### src/design/dupm_pkg.sv
// Shared types and constants for the duplicate read marker.
// Holds the read record, the group marking codes and the flush control struct.
// Used by every module of the block but dupm_ram; depends on nothing.
`default_nettype none

package dupm_pkg;

    localparam int DUPM_GROUP_DEPTH = 32;
    localparam int DUPM_TAG_W       = 32;
    localparam int DUPM_POS_W       = 32;
    localparam int DUPM_SCORE_W     = 32;
    localparam int DUPM_ORI_W       = 2;
    localparam int DUPM_RAM_W       = DUPM_TAG_W + 1;

    typedef enum logic [1:0] {
        MARK_NONE         = 2'd0,
        MARK_ALL_BUT_BEST = 2'd1,
        MARK_UNPAIRED     = 2'd2
    } mark_mode_t;

    typedef struct packed {
        logic [DUPM_TAG_W-1:0]          tag;
        logic signed [DUPM_POS_W-1:0]   end_first;
        logic signed [DUPM_POS_W-1:0]   end_second;
        logic [DUPM_ORI_W-1:0]          orientation;
        logic                           is_secondary;
        logic                           is_paired;
        logic signed [DUPM_SCORE_W-1:0] score;
        logic                           last_read;
    } read_t;

    typedef struct packed {
        logic       start;
        mark_mode_t mode;
        logic       split;
        logic       last;
    } flush_ctrl_t;

endpackage

`default_nettype wire

### src/design/duplicate_read_marker.sv
// Duplicate read marker. Reads arrive sorted by duplicate key; adjacent reads
// with equal keys are buffered as a group in a GROUP_DEPTH-entry RAM and, when
// the group closes, replayed in arrival order with a duplicate mark per read.
// A read that continues the open group is written to the buffer when taken; one
// that closes a group waits while the group is replayed, each result going via
// the buffer RAM's registered read and the single output register, and is then
// written. A read with last set triggers a further replay of its own group.
// fragment_mode selects pair or fragment marking; the user must write it only
// while the block is idle, which the block does not enforce. No clearing pass
// follows reset. Depends on dupm_pkg, dupm_ram, dupm_group and dupm_emit.
`default_nettype none

module duplicate_read_marker #(
    parameter int GROUP_DEPTH = dupm_pkg::DUPM_GROUP_DEPTH
) (
    input  wire logic         aclk,
    input  wire logic         aresetn,
    input  wire logic         cfg_we,
    input  wire logic         cfg_wdata,
    input  wire logic         s_tvalid,
    output logic              s_tready,
    // read_tag[31:0], end_first[63:32], end_second[95:64], orientation[97:96],
    // score[129:98], zero fill[135:130]
    input  wire logic [135:0] s_tdata,
    // is_secondary[0], is_paired[1]
    input  wire logic [1:0]   s_tuser,
    input  wire logic         s_tlast,
    output logic              m_tvalid,
    input  wire logic         m_tready,
    // out_tag[31:0]
    output logic [31:0]       m_tdata,
    // duplicate[0], group_split[1]
    output logic [1:0]        m_tuser,
    output logic              m_tlast
);
    import dupm_pkg::*;

    localparam int CNT_W = $clog2(GROUP_DEPTH + 1);
    localparam int IDX_W = $clog2(GROUP_DEPTH);

    read_t                 s_read;
    logic                  ram_we;
    logic [IDX_W-1:0]      ram_waddr;
    logic [DUPM_RAM_W-1:0] ram_wdata;
    logic [IDX_W-1:0]      ram_raddr;
    logic [DUPM_RAM_W-1:0] ram_rdata;
    flush_ctrl_t           flush_ctrl;
    logic [CNT_W-1:0]      flush_count;
    logic [IDX_W-1:0]      flush_best;
    logic                  flush_done;
    logic                  emit_busy;

    always_comb begin
        s_read.tag          = s_tdata[31:0];
        s_read.end_first    = s_tdata[63:32];
        s_read.end_second   = s_tdata[95:64];
        s_read.orientation  = s_tdata[97:96];
        s_read.score        = s_tdata[129:98];
        s_read.is_secondary = s_tuser[0];
        s_read.is_paired    = s_tuser[1];
        s_read.last_read    = s_tlast;
    end

    dupm_group #(
        .GROUP_DEPTH(GROUP_DEPTH),
        .CNT_W      (CNT_W),
        .IDX_W      (IDX_W)
    ) u_group (
        .aclk       (aclk),
        .aresetn    (aresetn),
        .cfg_we     (cfg_we),
        .cfg_wdata  (cfg_wdata),
        .s_tvalid   (s_tvalid),
        .s_tready   (s_tready),
        .s_read     (s_read),
        .ram_we     (ram_we),
        .ram_waddr  (ram_waddr),
        .ram_wdata  (ram_wdata),
        .flush_ctrl (flush_ctrl),
        .flush_count(flush_count),
        .flush_best (flush_best),
        .flush_done (flush_done)
    );

    dupm_ram #(
        .WIDTH(DUPM_RAM_W),
        .DEPTH(GROUP_DEPTH)
    ) u_buf (
        .aclk (aclk),
        .we   (ram_we),
        .waddr(ram_waddr),
        .wdata(ram_wdata),
        .raddr(ram_raddr),
        .rdata(ram_rdata)
    );

    dupm_emit #(
        .GROUP_DEPTH(GROUP_DEPTH),
        .CNT_W      (CNT_W),
        .IDX_W      (IDX_W)
    ) u_emit (
        .aclk       (aclk),
        .aresetn    (aresetn),
        .flush_ctrl (flush_ctrl),
        .flush_count(flush_count),
        .flush_best (flush_best),
        .flush_done (flush_done),
        .busy       (emit_busy),
        .ram_raddr  (ram_raddr),
        .ram_rdata  (ram_rdata),
        .m_tvalid   (m_tvalid),
        .m_tready   (m_tready),
        .m_tdata    (m_tdata),
        .m_tuser    (m_tuser),
        .m_tlast    (m_tlast)
    );

    a_ready_not_replaying: assert property (@(posedge aclk) disable iff (!aresetn)
        s_tready |-> !emit_busy)
        else $error("input ready during replay");

    a_no_write_in_replay: assert property (@(posedge aclk) disable iff (!aresetn)
        emit_busy |-> !ram_we)
        else $error("buffer written during replay");

    a_done_needs_busy: assert property (@(posedge aclk) disable iff (!aresetn)
        flush_done |-> emit_busy)
        else $error("replay done without a replay");

endmodule

`default_nettype wire

### src/design/dupm_ram.sv
// Generic single-port-write, single-port-read RAM with a registered read.
// Width and depth come from parameters; no dependencies.
`default_nettype none

module dupm_ram #(
    parameter int WIDTH = 8,
    parameter int DEPTH = 32
) (
    input  wire logic                     aclk,
    input  wire logic                     we,
    input  wire logic [$clog2(DEPTH)-1:0] waddr,
    input  wire logic [WIDTH-1:0]         wdata,
    input  wire logic [$clog2(DEPTH)-1:0] raddr,
    output logic      [WIDTH-1:0]         rdata
);

    logic [WIDTH-1:0] mem [DEPTH];

    always_ff @(posedge aclk) begin
        if (we) begin
            mem[waddr] <= wdata;
        end
        rdata <= mem[raddr];
    end

endmodule

`default_nettype wire

### src/design/dupm_group.sv
// Group tracker: key compare, best-score tracking and buffer writes.
// Sequences flushes of the buffered group; depends on dupm_pkg.
`default_nettype none

module dupm_group #(
    parameter int GROUP_DEPTH = 32,
    parameter int CNT_W       = $clog2(GROUP_DEPTH + 1),
    parameter int IDX_W       = $clog2(GROUP_DEPTH)
) (
    input  wire logic                          aclk,
    input  wire logic                          aresetn,
    input  wire logic                          cfg_we,
    input  wire logic                          cfg_wdata,
    input  wire logic                          s_tvalid,
    output logic                               s_tready,
    input  wire dupm_pkg::read_t               s_read,
    output logic                               ram_we,
    output logic [IDX_W-1:0]                   ram_waddr,
    output logic [dupm_pkg::DUPM_RAM_W-1:0]    ram_wdata,
    output dupm_pkg::flush_ctrl_t              flush_ctrl,
    output logic [CNT_W-1:0]                   flush_count,
    output logic [IDX_W-1:0]                   flush_best,
    input  wire logic                          flush_done
);
    import dupm_pkg::*;

    typedef enum logic [3:0] {
        ST_IDLE       = 4'b0001,
        ST_FLUSH_PRE  = 4'b0010,
        ST_ADD        = 4'b0100,
        ST_FLUSH_LAST = 4'b1000
    } state_t;

    state_t                    state_reg, state_next;
    logic                      frag_mode_reg;
    read_t                     hold_reg;
    logic [CNT_W-1:0]          count_reg, count_next;
    logic [DUPM_POS_W-1:0]     key_first_reg, key_first_next;
    logic [DUPM_POS_W-1:0]     key_second_reg, key_second_next;
    logic [DUPM_ORI_W-1:0]     key_ori_reg, key_ori_next;
    logic                      key_sec_reg, key_sec_next;
    logic [IDX_W-1:0]          best_reg, best_next;
    logic [DUPM_SCORE_W-1:0]   best_score_reg, best_score_next;
    logic                      seen_pair_reg, seen_pair_next;
    logic                      seen_frag_reg, seen_frag_next;
    logic                      split_reg, split_next;

    read_t                     src;
    logic                      accept;
    logic                      same;
    logic                      flush_need;
    logic                      apply_en;
    logic                      pre_start;
    logic                      last_start;

    assign s_tready = (state_reg == ST_IDLE);
    assign accept   = s_tvalid && s_tready;

    always_comb begin
        src = (state_reg == ST_ADD) ? hold_reg : s_read;
        same = (s_read.end_first == key_first_reg) && (s_read.orientation == key_ori_reg) &&
               (frag_mode_reg || ((s_read.end_second == key_second_reg) &&
                                  (s_read.is_secondary == key_sec_reg)));
        flush_need = (count_reg != '0) && (!same || (count_reg >= CNT_W'(GROUP_DEPTH)));
        apply_en   = (accept && !flush_need) || (state_reg == ST_ADD);
        pre_start  = accept && flush_need;
        last_start = apply_en && src.last_read;

        count_next      = count_reg;
        key_first_next  = key_first_reg;
        key_second_next = key_second_reg;
        key_ori_next    = key_ori_reg;
        key_sec_next    = key_sec_reg;
        best_next       = best_reg;
        best_score_next = best_score_reg;
        seen_pair_next  = seen_pair_reg;
        seen_frag_next  = seen_frag_reg;

        if (apply_en) begin
            if (count_reg == '0) begin
                key_first_next  = src.end_first;
                key_second_next = src.end_second;
                key_ori_next    = src.orientation;
                key_sec_next    = src.is_secondary;
                best_next       = '0;
                best_score_next = src.score;
            end else if ($signed(src.score) > $signed(best_score_reg)) begin
                best_next       = count_reg[IDX_W-1:0];
                best_score_next = src.score;
            end
            count_next = count_reg + CNT_W'(1);
            if (src.is_paired) begin
                seen_pair_next = 1'b1;
            end else begin
                seen_frag_next = 1'b1;
            end
        end

        ram_we    = apply_en;
        ram_waddr = count_reg[IDX_W-1:0];
        ram_wdata = {src.is_paired, src.tag};

        flush_ctrl.start = pre_start || last_start;
        flush_ctrl.last  = last_start;
        flush_ctrl.split = (pre_start && same) ? 1'b1 : split_reg;
        if (frag_mode_reg) begin
            if (seen_frag_next) begin
                flush_ctrl.mode = seen_pair_next ? MARK_UNPAIRED : MARK_ALL_BUT_BEST;
            end else begin
                flush_ctrl.mode = MARK_NONE;
            end
        end else if ((count_next > CNT_W'(1)) && !key_second_next[DUPM_POS_W-1]) begin
            flush_ctrl.mode = MARK_ALL_BUT_BEST;
        end else begin
            flush_ctrl.mode = MARK_NONE;
        end
        flush_count = count_next;
        flush_best  = best_next;

        split_next = split_reg;
        if (pre_start) begin
            split_next = same;
        end else if (last_start) begin
            split_next = 1'b0;
        end

        if (flush_ctrl.start) begin
            count_next      = '0;
            best_next       = '0;
            best_score_next = '0;
            seen_pair_next  = 1'b0;
            seen_frag_next  = 1'b0;
        end

        state_next = state_reg;
        unique case (state_reg)
            ST_IDLE: begin
                if (pre_start) begin
                    state_next = ST_FLUSH_PRE;
                end else if (last_start) begin
                    state_next = ST_FLUSH_LAST;
                end
            end
            ST_FLUSH_PRE: begin
                if (flush_done) begin
                    state_next = ST_ADD;
                end
            end
            ST_ADD: begin
                state_next = last_start ? ST_FLUSH_LAST : ST_IDLE;
            end
            ST_FLUSH_LAST: begin
                if (flush_done) begin
                    state_next = ST_IDLE;
                end
            end
            default: begin
                state_next = ST_IDLE;
            end
        endcase
    end

    always_ff @(posedge aclk) begin
        if (!aresetn) begin
            state_reg      <= ST_IDLE;
            frag_mode_reg  <= 1'b0;
            count_reg      <= '0;
            key_first_reg  <= '0;
            key_second_reg <= '0;
            key_ori_reg    <= '0;
            key_sec_reg    <= 1'b0;
            best_reg       <= '0;
            best_score_reg <= '0;
            seen_pair_reg  <= 1'b0;
            seen_frag_reg  <= 1'b0;
            split_reg      <= 1'b0;
        end else begin
            state_reg      <= state_next;
            if (cfg_we) begin
                frag_mode_reg <= cfg_wdata;
            end
            count_reg      <= count_next;
            key_first_reg  <= key_first_next;
            key_second_reg <= key_second_next;
            key_ori_reg    <= key_ori_next;
            key_sec_reg    <= key_sec_next;
            best_reg       <= best_next;
            best_score_reg <= best_score_next;
            seen_pair_reg  <= seen_pair_next;
            seen_frag_reg  <= seen_frag_next;
            split_reg      <= split_next;
        end
    end

    always_ff @(posedge aclk) begin
        if (accept) begin
            hold_reg <= s_read;
        end
    end

    a_count_bound: assert property (@(posedge aclk) disable iff (!aresetn)
        count_reg <= CNT_W'(GROUP_DEPTH))
        else $error("group count above buffer depth");

    a_pre_empty: assert property (@(posedge aclk) disable iff (!aresetn)
        (state_reg == ST_FLUSH_PRE) |-> (count_reg == '0))
        else $error("buffer not emptied before replay");

    a_add_after_flush: assert property (@(posedge aclk) disable iff (!aresetn)
        (state_reg == ST_ADD) |-> ($past(state_reg) == ST_FLUSH_PRE) && $past(flush_done))
        else $error("held read written without a finished flush");

endmodule

`default_nettype wire

### src/design/dupm_emit.sv
// Group replay: reads the buffered group from the RAM and drives the result stream.
// Applies the duplicate mark per read; depends on dupm_pkg.
`default_nettype none

module dupm_emit #(
    parameter int GROUP_DEPTH = 32,
    parameter int CNT_W       = $clog2(GROUP_DEPTH + 1),
    parameter int IDX_W       = $clog2(GROUP_DEPTH)
) (
    input  wire logic                          aclk,
    input  wire logic                          aresetn,
    input  wire dupm_pkg::flush_ctrl_t         flush_ctrl,
    input  wire logic [CNT_W-1:0]              flush_count,
    input  wire logic [IDX_W-1:0]              flush_best,
    output logic                               flush_done,
    output logic                               busy,
    output logic [IDX_W-1:0]                   ram_raddr,
    input  wire logic [dupm_pkg::DUPM_RAM_W-1:0] ram_rdata,
    output logic                               m_tvalid,
    input  wire logic                          m_tready,
    output logic [dupm_pkg::DUPM_TAG_W-1:0]    m_tdata,
    output logic [1:0]                         m_tuser,
    output logic                               m_tlast
);
    import dupm_pkg::*;

    logic                  busy_reg;
    logic [CNT_W-1:0]      cnt_reg;
    logic [IDX_W-1:0]      best_reg;
    mark_mode_t            mode_reg;
    logic                  split_reg;
    logic                  last_reg;
    logic [CNT_W-1:0]      issue_reg;
    logic                  inflight_reg;
    logic [IDX_W-1:0]      data_idx_reg;
    logic                  m_valid_reg;
    logic [DUPM_TAG_W-1:0] tag_reg;
    logic                  dup_reg;
    logic                  osplit_reg;
    logic                  olast_reg;

    logic                  issue;
    logic                  final_rd;
    logic                  dup;

    assign issue     = busy_reg && !inflight_reg && (issue_reg < cnt_reg) &&
                       (!m_valid_reg || m_tready);
    assign ram_raddr = issue_reg[IDX_W-1:0];
    assign final_rd  = inflight_reg && ((CNT_W'(data_idx_reg) + CNT_W'(1)) == cnt_reg);
    assign flush_done = final_rd;
    assign busy       = busy_reg;

    always_comb begin
        case (mode_reg)
            MARK_ALL_BUT_BEST: dup = (data_idx_reg != best_reg);
            MARK_UNPAIRED:     dup = !ram_rdata[DUPM_RAM_W-1];
            default:           dup = 1'b0;
        endcase
    end

    always_ff @(posedge aclk) begin
        if (!aresetn) begin
            busy_reg     <= 1'b0;
            inflight_reg <= 1'b0;
            m_valid_reg  <= 1'b0;
            issue_reg    <= '0;
        end else begin
            if (flush_ctrl.start) begin
                busy_reg  <= 1'b1;
                issue_reg <= '0;
            end else if (issue) begin
                issue_reg <= issue_reg + CNT_W'(1);
            end
            if (final_rd) begin
                busy_reg <= 1'b0;
            end
            inflight_reg <= issue;
            if (inflight_reg) begin
                m_valid_reg <= 1'b1;
            end else if (m_tready) begin
                m_valid_reg <= 1'b0;
            end
        end
    end

    always_ff @(posedge aclk) begin
        if (flush_ctrl.start) begin
            cnt_reg   <= flush_count;
            best_reg  <= flush_best;
            mode_reg  <= flush_ctrl.mode;
            split_reg <= flush_ctrl.split;
            last_reg  <= flush_ctrl.last;
        end
        if (issue) begin
            data_idx_reg <= issue_reg[IDX_W-1:0];
        end
        if (inflight_reg) begin
            tag_reg    <= ram_rdata[DUPM_TAG_W-1:0];
            dup_reg    <= dup;
            osplit_reg <= split_reg;
            olast_reg  <= last_reg && final_rd;
        end
    end

    assign m_tvalid = m_valid_reg;
    assign m_tdata  = tag_reg;
    assign m_tuser  = {osplit_reg, dup_reg};
    assign m_tlast  = olast_reg;

    a_load_from_read: assert property (@(posedge aclk) disable iff (!aresetn)
        $rose(m_valid_reg) |-> $past(inflight_reg))
        else $error("result shown without a buffer read");

    a_start_idle: assert property (@(posedge aclk) disable iff (!aresetn)
        flush_ctrl.start |-> !busy_reg)
        else $error("flush started while a replay runs");

    a_done_clears: assert property (@(posedge aclk) disable iff (!aresetn)
        final_rd |=> !busy_reg && !inflight_reg)
        else $error("replay still active after its final read");

endmodule

`default_nettype wire

### config.mk
export PLATFORM = sky130hd
export DESIGN_NAME = duplicate_read_marker
export DESIGN_NICKNAME = d
export VERILOG_FILES = /design/src/design/dupm_pkg.sv /design/src/design/duplicate_read_marker.sv /design/src/design/dupm_ram.sv /design/src/design/dupm_group.sv /design/src/design/dupm_emit.sv
export SDC_FILE = /design/constraint.sdc
export NUM_CORES = 2
export LEC_CHECK = 0
export BUFFER_PORTS_ARGS = -buffer_cell sky130_fd_sc_hd__buf_2
export CAP_MARGIN = 40
export CORE_MARGIN = 8
export CORE_UTILIZATION = 58
export CTS_BUF_LIST = sky130_fd_sc_hd__clkbuf_2 sky130_fd_sc_hd__clkbuf_4 sky130_fd_sc_hd__clkbuf_8
export CTS_CLUSTER_DIAMETER = 30
export DETAILED_ROUTE_END_ITERATION = 10
export PLACE_DENSITY = 0.78
export SLEW_MARGIN = 20
export SYNTH_ARGS = -nofsm -noshare
export SYNTH_HDL_FRONTEND = slang
export SYNTH_SLANG_ARGS = --single-unit
### constraint.sdc
create_clock -name aclk -period 5.1 [get_ports aclk]
set_input_delay 0.765 -clock aclk [delete_from_list [all_inputs] [get_ports aclk]]
set_output_delay 0.765 -clock aclk [all_outputs]
set_load 0.02 [all_outputs]
Word-level counts from Yosys, hierarchy flattened. Memory sizes are Yosys's and may differ from the RTL's. A register that Yosys moved wholly into a read port is not among the register bits. Cells that the tools add are included.

RAM bits: 1056. Output and inout bits: 37. Latch bits: 0. Word-level logic and storage cells: 125. Memories kept: 1. Memory bits (read-only): 0. Flip-flop bits (word level): 315. Input port bits: 145.

Memory list: u_buf.mem (words 32, width 33, rd ports 1, clocked after memory_dff 1, wr ports 1, line dupm_ram.sv:17) `logic [WIDTH-1:0] mem [DEPTH];`.

Add/subtract/negate cells: 3. Muxes and demuxes: 30. Shift-type cells: 0. Bitwise gates (word level): 1. Div/mod/pow operators: 0. Magnitude comparators: 4. Reduce and logical (&&, ||, !) cells: 36. Eq/ne operators: 15. Multiply operators: 0.

Operator list (number): 133-bit two-way mux (1); 32-bit two-way mux (4); 32-bit == test (2); 32-bit > comparator (1); 4-bit two-way mux (5); 4-bit case mux with 4 select lines (1); 1-bit logical AND (15); 5-bit two-way mux (3); 6-bit by 1-bit adder with 6-bit output (second input constant) (2); 1-bit two-way mux (11); 5-bit by 1-bit adder with 6-bit output (second input constant) (1); 6-bit == test (1); 6-bit greater-or-equal comparator (second input constant) (1); 6-bit by 1-bit > comparator with 1-bit output (second input constant) (1); 1-bit logical NOT (6); 6-bit logical NOT (1); 6-bit less-than comparator (1); 2-bit two-way mux (3); 6-bit two-way mux (1); 2-bit nonzero test (3); 6-bit nonzero test (1); 1-bit logical OR (5); 5-bit inequality test (1); 4-bit by 1-bit == test with 1-bit output (second input constant) (1); other kinds (14) (17).

Logic depth before layout (Yosys ltp).
Depth in word-level cells: 15. Gate-level depth with buffers: 17. Depth with buffers taken out: 13.

Hierarchy. Synthesis repeated with hierarchy kept, for this count alone.

Cell total of the unflattened synthesis: 3473. Area total of the unflattened synthesis: 56231.4 um^2.

By module, submodules not included: dupm_ram (cells each 2332, area each 41813.9 um^2, times used 1); dupm_group (cells each 991, area each 11960.2 um^2, times used 1); dupm_emit (cells each 150, area each 2457.4 um^2, times used 1).

Least setup slack after synthesis. OpenSTA, ideal clock, no wires.

Path kind: input -> register. From: input port s_tdata[57]. To: memory u_buf.mem[13][0] (netlist bit), enable pin. Library setup time: 0.464 ns. Data arrival time: 4.429 ns. Slack: 0.206 ns. Stages on the path: 9. Path buffers: 1. Required time: 4.636 ns. Cells stage by stage: xnor2_1 -> nand4_1 -> nor4_2 -> and4_1 -> a211oi_2 -> nand2_1 -> buf_2 -> nand2_1 -> nor3_1.

Word-level cells in the longest chain between the ends: 11.

Ends and longest elaborated chain: start, declared (line duplicate_read_marker.sv:24) `input wire logic [135:0] s_tdata,`; 32-bit == test (line dupm_group.sv:61) `same = (s_read.end_first == key_first_reg) && (s_read.orientation == key_ori_reg) &&`; 1-bit logical AND (2 in a row) (line dupm_group.sv:61); 1-bit logical NOT (line dupm_group.sv:64) `flush_need = (count_reg != '0) && (!same || (count_reg >= CNT_W'(GROUP_DEPTH)));`; 1-bit logical OR (line dupm_group.sv:64); 1-bit logical AND (line dupm_group.sv:64); 1-bit logical NOT (line dupm_group.sv:65) `apply_en = (accept && !flush_need) || (state_reg == ST_ADD);`; 1-bit logical AND (line dupm_group.sv:65); 1-bit logical OR (line dupm_group.sv:65); 1-bit two-way mux (line dupm_ram.sv:20) `if (we) begin`; 1-bit two-way mux (not written as such) (line dupm_ram.sv:21) `mem[waddr] <= wdata;`; end, declared (line dupm_ram.sv:17).

No other way between the ends.

Worst setup path after layout.
From: input port s_tdata[79]. To: memory u_buf.mem[14][20] (netlist bit), enable pin.

Word-level cells in the longest chain between the ends: 12.

Ends and longest elaborated chain: 32-bit == test (line dupm_group.sv:62) `(frag_mode_reg || ((s_read.end_second == key_second_reg) &&`; 1-bit logical AND (line dupm_group.sv:62); 1-bit logical OR (line dupm_group.sv:62); 1-bit logical AND (line dupm_group.sv:61); 1-bit logical NOT (line dupm_group.sv:64); 1-bit logical OR (line dupm_group.sv:64); 1-bit logical AND (line dupm_group.sv:64); 1-bit logical NOT (line dupm_group.sv:65); 1-bit logical AND (line dupm_group.sv:65); 1-bit logical OR (line dupm_group.sv:65); 1-bit two-way mux (line dupm_ram.sv:20); 1-bit two-way mux (not written as such) (line dupm_ram.sv:21).

No other way between the ends.

==> metrics.yaml <==
die:
  io_pins: 182
  die_area_um2: 105000
  core_um2: 93500
  rows: 112
  fp.dieW_um: 323
  die_y_um: 323
  initial_utilization_pct: 58.7
finish:
  largest_reg_flops: 1056
  regArea_um2: 40600
  multiInputGateArea_um2: 13700
  layout-drive-gt1-share_pct: 32.5
  final_nets: 3566
  stdcell_area_um2: 64700
  fillers: 5479
  synthToLayoutAreaGrowth_pct: 17.9
min_path:
  min_from: "s_tdata[9]"
  hold_class: "primary input to flop"
  hold_depth: 1
  min_to: "u_group.hold_reg[110]"
timing:
  max_slew_margin_pct: 40.0
  fin_crit_ps: 3930
  rsz0062_at_grt: "no"
  setup_tns_ps: 0
  finClkSkew_ps: 96.0
  hold_violations: 0
  worstMarginPinSlew_ps: 900
  drv_slew: 0
  period_share_pct: 77.0
  setup_viol: 0
  max_freq_mhz: 255
worst_setup_path:
  ff2ff_setup_slack_ps: 1180
  critical_path.endpoint_type: "flop"
  critPathMaxFanout: 19
  r2r-start: "u_group.state_reg[2]"
  critPathLaunchType: "primary input"
  crit_type: "primary input to flop"
  crit_required_ps: 5620
  arrival_ps: 4450
  reg2reg_depth: 14
  r2r-end: "u_group.best_score_reg[27]"
clocking:
  cts_buffers: 277
  cts_tree: "done"
  clk_pin_slew_worst_paths_ps: 70
  ctsResizeCount: 0
  clock_latency_ps: 920
  cts_buffer_depth: 4
  h-tree-depth: 5
  cts_sinks: 1404
  cts-root-buf: "clkbuf_8"
  cts_setup_buffers: 0
drt:
  vias: 29600
  drt_iter0_markers: 3196
  wl_mm: 129
  drc: 0
  ant_nets: 0
  viasPerCell: 6.12
  wl_per_cell_um: 26.6
  firstDrtPassIters: 7
yosys:
  synthFlopType: "edfxtp_1"
  synth-seq-cells: 1404
  synthCells: 2900
  async_reset_ff_share_pct: 0
  synth_cell_type_count: 63
  syn_nets: 3090
  seq_area_frac_synth_pct: 74.0
  syn_area_um2: 54800
  ys_warn_count: 0
  syn_area_per_cell_um2: 18.9
  synth-edff-count: 1244
placement:
  gp_congestion: 0.802
  dpl_cell_area_um2: 57900
  dp_hpwl_mm: 70.3
  io_buffers: 175
grt:
  antenna_found_initial: 10
  grt_pass1_wl_mm: 188
  grt_max_degree: 95
  grt_pass1_vias: 30900
  grt_usage_pct: 24.1
  grt-ovfl-total: 0
run:
  maxCapViolations: 0
status:
  status: "finished, final reports clean"
power:
  power_density_nw_per_um2: 452
  p_leak_nw: 22.1
  ir_worst_vdd_mv: 0.301
-- logic make-up (layout without fill, tap and decap cells) --
group                      after synthesis  in the layout  synth area share [%]
AOI/OAI and AO/OA                      157            157                  2.39
xor gates and xnor gates                86             86                  1.37
adders and majority gates               45             45                  1.03
buffers and inverters                  199            870                  1.52
DFF                                   1404           1404                  74.0
muxes                                  398            398                  14.9
other                                    0              8                     0
and+or+nand+nor                        611            611                  4.86
-- metal layers --
metal | GRT usage, % | routed length [um] | up-vias
met4 | 8.47 | 4320 | 2
met2 | 40.0 | 64900 | 1596
met1 | 31.9 | 48400 | 15100
met3 | 5.11 | 11000 | 331
met5 | 0 | 13 | -
li1 | - | - | 12500
-- report_power, final --
part           leakage [nW]  internal [mW]  switching [mW]
registers              12.6           13.5           0.376
clock network          2.93           6.80            4.72
logic                  6.53           1.80            2.05
-- through the flow --
stage | total power [mW] | setup slack (ps) | hold WS, ps | util, % | instances
finish | 29.2 | 1170 | 63.8 | 69.2 | 4833
CTS | 29.3 | 1100 | 0.227 | 68.6 | 4792
detailed placement | 17.8 | 750 | 389 | 62.0 | 4264
global route | 30.2 | 840 | 14.5 | 69.2 | 4829
floorplan | 16.7 | 206 | 386 | - | 2900
global placement | 17.5 | 933 | 391 | 61.8 | 4257
-- critical path, cell delays in order --
cell and delay, ps:
dlygate4sd3_1 540, buf_2 140, xnor2_1 170, nand4_1 160, nor4_1 440, and4_1 310, a211oi_2 180, nand2_1 370
nand2_1 550, nor3_2 350, buf_4 430
-- layout make-up --
class / count / area share, %
clock buffers: 359 / 7.01
multi-input cells: 1297 / 21.2
flip-flops and latches: 1404 / 62.7
repair buffers: 347 / 4.57
diodes: 8 / 0.0310
well taps: 1254 / 2.43
inverters: 49 / 0.284
clock inverters: 115 / 1.74
-- repair_timing --
| action | in CTS | in global routing |
|---|---|---|
| endpoints found under the hold margin | 54 | 0 |
| hold buffers | 54 | 0 |
| endpoints found under the setup margin | 0 | 0 |
-- layout by cell type (no fill, tap or decap), drive strengths merged, types with 54 or more instances in the layout --
cell type / Yosys / final
buf: 51 / 293
clkbuf: 99 / 359
clkinv: 0 / 68
dfxtp: 160 / 160
dlygate4sd3: 0 / 54
edfxtp: 1244 / 1244
inv: 49 / 56
mux4: 330 / 330
nand2: 354 / 354
nand3: 77 / 77
nor2: 89 / 89
o211a: 68 / 68
xnor2: 75 / 75
-- synth_stat cells, types with 12 or more instances --
master    instances  area [um2]
inv_1            49         184
o21ai_0          13        65.1
dfxtp_1         160        3200
a21oi_1          23         115
clkbuf_1         99         372
mux2i_1          35         350
nand2_1         354        1330
ha_1             45         563
nand4_1          23         144
xnor2_1          75         657
edfxtp_1       1244       37400
nor2_1           89         334
mux4_2          330        7430
nand3_1          76         380
buf_2            38         190
o211a_1          68         681
mux2_2           33         372
nor3_1           12        60.1
-- worst max-delay path by stage --
| stage | start | end |
|---|---|---|
| global placement | s_tdata[49] | u_buf.mem[13][0] |
| detailed placement | s_tdata[46] | u_buf.mem[14][19] |
| CTS | u_group.state_reg[2] | u_group.best_score_reg[27] |
| global route | u_group.state_reg[2] | u_group.best_score_reg[26] |
| finish | s_tdata[79] | u_buf.mem[14][20] |
| floorplan | s_tdata[57] | u_buf.mem[13][0] |
(Power assumes the default switching activity.)
